$ cat config.mk
export PLATFORM = sky130hd
export DESIGN_NAME = pll_ds_lane
export DESIGN_NICKNAME = d
export VERILOG_FILES = /design/src/rtl/pds_pkg.sv /design/src/rtl/pll_ds_lane.sv
export SDC_FILE = /design/constraint.sdc
export NUM_CORES = 2
export LEC_CHECK = 0
export ABC_AREA = 1
export BUFFER_PORTS_ARGS = -buffer_cell sky130_fd_sc_hd__buf_4
export CAP_MARGIN = 20
export CORE_MARGIN = 5
export CORE_UTILIZATION = 35
export CTS_BUF_LIST = sky130_fd_sc_hd__clkbuf_4 sky130_fd_sc_hd__clkbuf_8 sky130_fd_sc_hd__clkbuf_16
export DETAILED_ROUTE_END_ITERATION = 8
export GPL_TIMING_DRIVEN = 0
export PLACE_DENSITY_LB_ADDON = 0.05
export SLEW_MARGIN = 25
export SYNTH_ARGS = -nofsm -noshare
export SYNTH_HDL_FRONTEND = slang
export SYNTH_SLANG_ARGS = --single-unit
$ cat constraint.sdc
create_clock -name i_clk -period 7.8 [get_ports i_clk]
set_input_delay 0.39 -clock i_clk [delete_from_list [all_inputs] [get_ports i_clk]]
set_output_delay 0.39 -clock i_clk [all_outputs]
set_load 0.05 [all_outputs]
$ cat src/rtl/pds_pkg.sv
// Package for the PLL post divider search: constants, divider pair table and lane types.
// No dependencies; used by pll_ds_lane and pll_divider_search.
package pds_pkg;

    localparam int MAX_POST_DIV = 7;
    localparam int NPAIR        = MAX_POST_DIV * (MAX_POST_DIV + 1) / 2;
    localparam int NSTAGE       = 6;

    localparam logic [31:0] REF_HZ  = 32'd12000000;
    localparam logic [31:0] VCO_MIN = 32'd400000000;
    localparam logic [31:0] VCO_MAX = 32'd1600000000;

    // 12 MHz = 256 * 46875; reciprocal of 46875 scaled by 2^32
    localparam logic [16:0] REF_RECIP = 17'(64'h1_0000_0000 / 64'd46875);

    typedef struct packed {
        logic [2:0] first;
        logic [2:0] second;
    } t_pair;

    typedef struct packed {
        logic        hit;
        logic [7:0]  fb;
        logic [30:0] got;
    } t_lane_res;

    typedef logic [NSTAGE:1] t_lane_en;

    // search order: first from MAX_POST_DIV down, second from first down
    function automatic t_pair pair_of(input int idx);
        int    n;
        t_pair p;
        n = 0;
        p = '0;
        for (int a = MAX_POST_DIV; a >= 1; a--) begin
            for (int b = a; b >= 1; b--) begin
                if (n == idx) begin
                    p.first  = 3'(a);
                    p.second = 3'(b);
                end
                n++;
            end
        end
        return p;
    endfunction

endpackage

$ cat src/rtl/pll_ds_lane.sv
// One divider pair lane: VCO range check, feedback divider, achieved frequency, error test.
// Depends on pds_pkg; stage enables come from pll_divider_search.
module pll_ds_lane (
    input  logic               i_clk,
    input  pds_pkg::t_lane_en  i_en,
    input  logic [5:0]         i_prod,
    input  logic [31:0]        i_recip,
    input  logic [31:0]        i_tgt,
    input  logic [31:0]        i_tgt5,
    output pds_pkg::t_lane_res o_res
);
    import pds_pkg::*;

    logic [37:0] w_vco;
    logic        w_inr;
    logic [39:0] w_q;
    logic [8:0]  w_q1;
    logic [39:0] w_lo;
    logic [39:0] w_hi;
    logic        w_ge;
    logic [62:0] w_m;
    logic [36:0] w_qp;
    logic [36:0] w_r;
    logic [30:0] w_got;
    logic [31:0] w_got32;
    logic [31:0] w_err;

    logic        r1_inr, r2_inr, r3_inr, r4_inr, r5_inr;
    logic [30:0] r1_vco, r2_vco;
    logic [7:0]  r2_q0;
    logic [7:0]  r3_fb, r4_fb, r5_fb;
    logic [30:0] r3_fbm, r4_fbm;
    logic [30:0] r4_q0;
    logic [30:0] r5_got;
    t_lane_res   r6_res;

    always_comb begin
        w_vco   = 38'(i_tgt) * 38'(i_prod);
        w_inr   = (w_vco >= 38'(VCO_MIN)) && (w_vco <= 38'(VCO_MAX));
        w_q     = 40'(r1_vco[30:8]) * 40'(REF_RECIP);
        w_q1    = {1'b0, r2_q0} + 9'd1;
        w_lo    = 40'(r2_q0) * 40'(REF_HZ);
        w_hi    = 40'(w_q1) * 40'(REF_HZ);
        w_ge    = 40'(r2_vco) >= w_hi;
        w_m     = 63'(r3_fbm) * 63'(i_recip);
        w_qp    = 37'(r4_q0) * 37'(i_prod);
        w_r     = 37'(r4_fbm) - w_qp;
        w_got   = r4_q0 + 31'(w_r >= 37'(i_prod));
        w_got32 = {1'b0, r5_got};
        w_err   = (w_got32 >= i_tgt5) ? (w_got32 - i_tgt5) : (i_tgt5 - w_got32);
    end

    always_ff @(posedge i_clk) begin
        if (i_en[1]) begin
            r1_inr <= w_inr;
            r1_vco <= w_vco[30:0];
        end
        if (i_en[2]) begin
            r2_inr <= r1_inr;
            r2_vco <= r1_vco;
            r2_q0  <= w_q[39:32];
        end
        if (i_en[3]) begin
            r3_inr <= r2_inr;
            r3_fb  <= w_ge ? w_q1[7:0] : r2_q0;
            r3_fbm <= w_ge ? w_hi[30:0] : w_lo[30:0];
        end
        if (i_en[4]) begin
            r4_inr <= r3_inr;
            r4_fb  <= r3_fb;
            r4_fbm <= r3_fbm;
            r4_q0  <= w_m[62:32];
        end
        if (i_en[5]) begin
            r5_inr <= r4_inr;
            r5_fb  <= r4_fb;
            r5_got <= w_got;
        end
        if (i_en[6]) begin
            r6_res.hit <= r5_inr && (w_err < (i_tgt5 >> 7));
            r6_res.fb  <= r5_fb;
            r6_res.got <= r5_got;
        end
    end

    assign o_res = r6_res;

endmodule

==> flow_summary.json <==
{
  "outcome": "complete, no violations",
  "synth_nets": 9789,
  "max_slew_margin": 0.292,
  "drt_first_pass_iters": 6,
  "worstSetupPathType": "reg2reg",
  "place_ws_ns": -1.25,
  "hold_path_class": "in2reg",
  "gp_congestion": 0.890,
  "synth-compound-area-share": 0.0612,
  "syn_area_per_cell_um2": 8.20,
  "seq_area_frac_synth": 0.116,
  "num_rows": 156,
  "dp_cells": 10300,
  "cp.required_ns": 8.14,
  "grt_max_degree": 63,
  "setup_ws_ns": 0.0976,
  "port_buffers": 142,
  "crit_family": "adder cells",
  "ctsHtreeMaxLevel": 1,
  "tritoncts": "done",
  "dieArea_um2": 190000,
  "root_buffer": "clkbuf_16",
  "vias_per_cell": 4.89,
  "crit_chain": "buf_12 -> clkbuf_1 -> nand2_1 -> fa_1 -> fa_1 -> fa_1 -> fa_1 -> fa_1 -> fa_1 -> inv_1 -> fa_1 -> ha_1 -> ha_1 -> a21oi_1 -> inv_1 -> a31oi_1 -> o221ai_1 -> a21oi_1 -> o31ai_1 -> xor2_1",
  "nFillCells": 19000,
  "post_layout_nonfiller_instances": 10400,
  "yosys_warnings": 0,
  "ios": 149,
  "startpoint_type": "register",
  "worst_pin_slew_ns": 1.06,
  "setup_viol": 0,
  "mostFrequentLayoutCells": "nand2_1 (1961), inv_1 (1876), fa_1 (1126)",
  "netlist_instances": 7759,
  "grt_use_total": 0.232,
  "skew_ns": 0.0325,
  "clock.fmax_mhz": 130,
  "cts_sinks": 245,
  "nNetsFinal": 10000,
  "netlist_area_um2": 63600,
  "hold_violations": 0,
  "synth_edf_count": 245,
  "syn_to_final_growth_pct": 9.27,
  "hold_buffers": 0,
  "drc": 0,
  "synth_top_family_by_area": "adder cells",
  "drt_iter0_markers": 3123,
  "dpl_cell_area_um2": 67600,
  "synth_cell_type_count": 56,
  "fin_crit_sh": 0.987,
  "final_common_cell": "nand2_1",
  "yosys.area_share.adder": 0.511,
  "postLayoutCellArea_um2": 69500,
  "vias": 50800,
  "clock_latency_ns": 0.62,
  "synth.mux.area_fraction": 0.000630,
  "crit_slowest_cell": "fa_1",
  "cpMostUsedCell": "fa_1",
  "grt-ovfl-total": 0,
  "cts_buffers": 31,
  "maxCapViolations": 0,
  "grt_pass1_wl_um": 336000,
  "initial_core_util": 0.352,
  "drive_gt1_frac": 0.0532,
  "end_kind": "register",
  "die_w_um": 436,
  "arrival_ns": 8.05,
  "antenna_left": 0,
  "synth_flop_cell": "edfxtp_1",
  "ys_seq_elements": 245,
  "fp.coreArea_um2": 181000,
  "die_height_um": 436,
  "finalMaxSlewViolations": 0,
  "grt_pass1_vias": 53900,
  "path_clk_slew_ns": 0.06,
  "cpPeakStageDelay_ns": 0.61,
  "period_needed_ns": 7.70,
  "synth_xor_xnor_area_share": 0.0246,
  "synthSimpleGateAreaFrac": 0.162,
  "dp_hpwl_um": 189000,
  "antenna_found_initial": 7,
  "drt-total-wl_um": 221000,
  "wl_per_cell_um": 21.3,
  "worst-path-max-fanout": 14,
  "cts_buffer_depth": 3,
  "cp.buffers_inverters": 4,
  "ys_async_sr_fraction": 0
}
final timing paths:
kind                   start         to  slack (ns)  cells after the start
setup / recovery  r3_fbm[23]  r4_q0[22]         0.1                     20
hold / removal      i_tgt[0]  r1_vco[0]        0.15                      3
setup reg to reg  r3_fbm[23]  r4_q0[22]         0.1                     20
hold reg to reg     r3_fb[1]   r4_fb[1]        0.41                      0
per-layer routing:
metal,up-vias,track usage,share of wire
li1,23900,-,-
met1,25500,0.306,0.43
met2,1135,0.407,0.49
met3,227,0.0265,0.043
met4,0,0.0578,0.030
met5,-,0,0
flip-flops by register name, indices dropped and copies added, names as in the netlist:
signal,cells
r5_inr,1
r1_vco,31
r4_fb,8
r5_got,31
r2_inr,1
r4_inr,1
r3_fb,8
r3_inr,1
r5_fb,8
r1_inr,1
r4_q0,31
r3_fbm,22
r2_q0,8
r2_vco,31
o_res,40
r4_fbm,22
kinds of logic (layout without fill, tap and decap cells):
family	count (synthesis)	after routing
AOI/OAI and AO/OA	700	700
other	0	4
and+or+nand+nor	2609	2609
buffers and inverters	2101	2350
xor gates and xnor gates	179	179
adders and majority gates	1921	1921
DFF	245	245
muxes	4	4
tightest hold or removal path: cells and delay by family:
kind | cells | cell delay, ns
buffers and inverters | 2 | 0.19
AND/OR/NAND/NOR | 1 | 0.06
per-stage QoR:
step,TNS (ns),hold slack (ns),util
2_1_floorplan,0,0.400,-
3_3_place_gp,-44.87,0.404,0.374
3_5_place_dp,-43.84,0.405,0.374
4_1_cts,0,0.0898,0.383
5_1_grt,-0.142,0.119,0.385
6_report,0,0.146,0.385
cells in the mapped netlist, types with 4 or more instances:
| library cell | instances | area share |
|---|---|---|
| edfxtp_1 | 245 | 0.12 |
| a21boi_0 | 17 | 0.0020 |
| nor3_1 | 54 | 0.0042 |
| xor2_1 | 113 | 0.016 |
| mux2i_1 | 4 | 0.00063 |
| nand4_1 | 38 | 0.0037 |
| a31oi_1 | 21 | 0.0021 |
| a21o_1 | 18 | 0.0021 |
| o21a_1 | 12 | 0.0014 |
| o21bai_1 | 20 | 0.0024 |
| a21oi_1 | 331 | 0.026 |
| o211ai_1 | 15 | 0.0018 |
| clkbuf_1 | 189 | 0.011 |
| fa_1 | 1126 | 0.35 |
| o31ai_1 | 6 | 0.00071 |
| a211oi_1 | 11 | 0.0013 |
| and3_1 | 6 | 0.00059 |
| o21ai_0 | 207 | 0.016 |
| inv_1 | 1877 | 0.11 |
| buf_4 | 4 | 0.00047 |
| xnor2_1 | 66 | 0.0091 |
| nand3b_1 | 10 | 0.0012 |
| nand2_2 | 4 | 0.00039 |
| nor2_1 | 359 | 0.021 |
| ha_1 | 795 | 0.16 |
| buf_1 | 9 | 0.00053 |
| buf_2 | 12 | 0.00094 |
| o21ai_1 | 14 | 0.0011 |
| or2_2 | 7 | 0.00069 |
| nand3_1 | 140 | 0.011 |
| nand2_1 | 1961 | 0.12 |
| o221ai_1 | 5 | 0.00069 |
| clkbuf_2 | 4 | 0.00031 |
| nor4_1 | 16 | 0.0016 |
cell type report:
type,count,area [µm²],share of cell area
Antenna cell,4,10.0,0.000144
Timing Repair Buffer,217,1750,0.0252
Multi-Input combinational cell,5413,48400,0.697
Clock buffer,37,821,0.0118
Inverter,1880,7060,0.102
Buffer,198,945,0.0136
Tap cell,2370,2970,0.0427
Sequential cell,245,7360,0.106
Clock inverter,18,149,0.00214
repair_timing:
action	CTS	global route
setup buffers	54	21
pin swaps	0	3
resized for setup	80	89
endpoints found under the setup margin	74	57
endpoints found under the hold margin	0	0
Power is left out: the tool's default activity adds up to more than one toggle a clock period on the data nets, which glitch-free logic cannot reach.
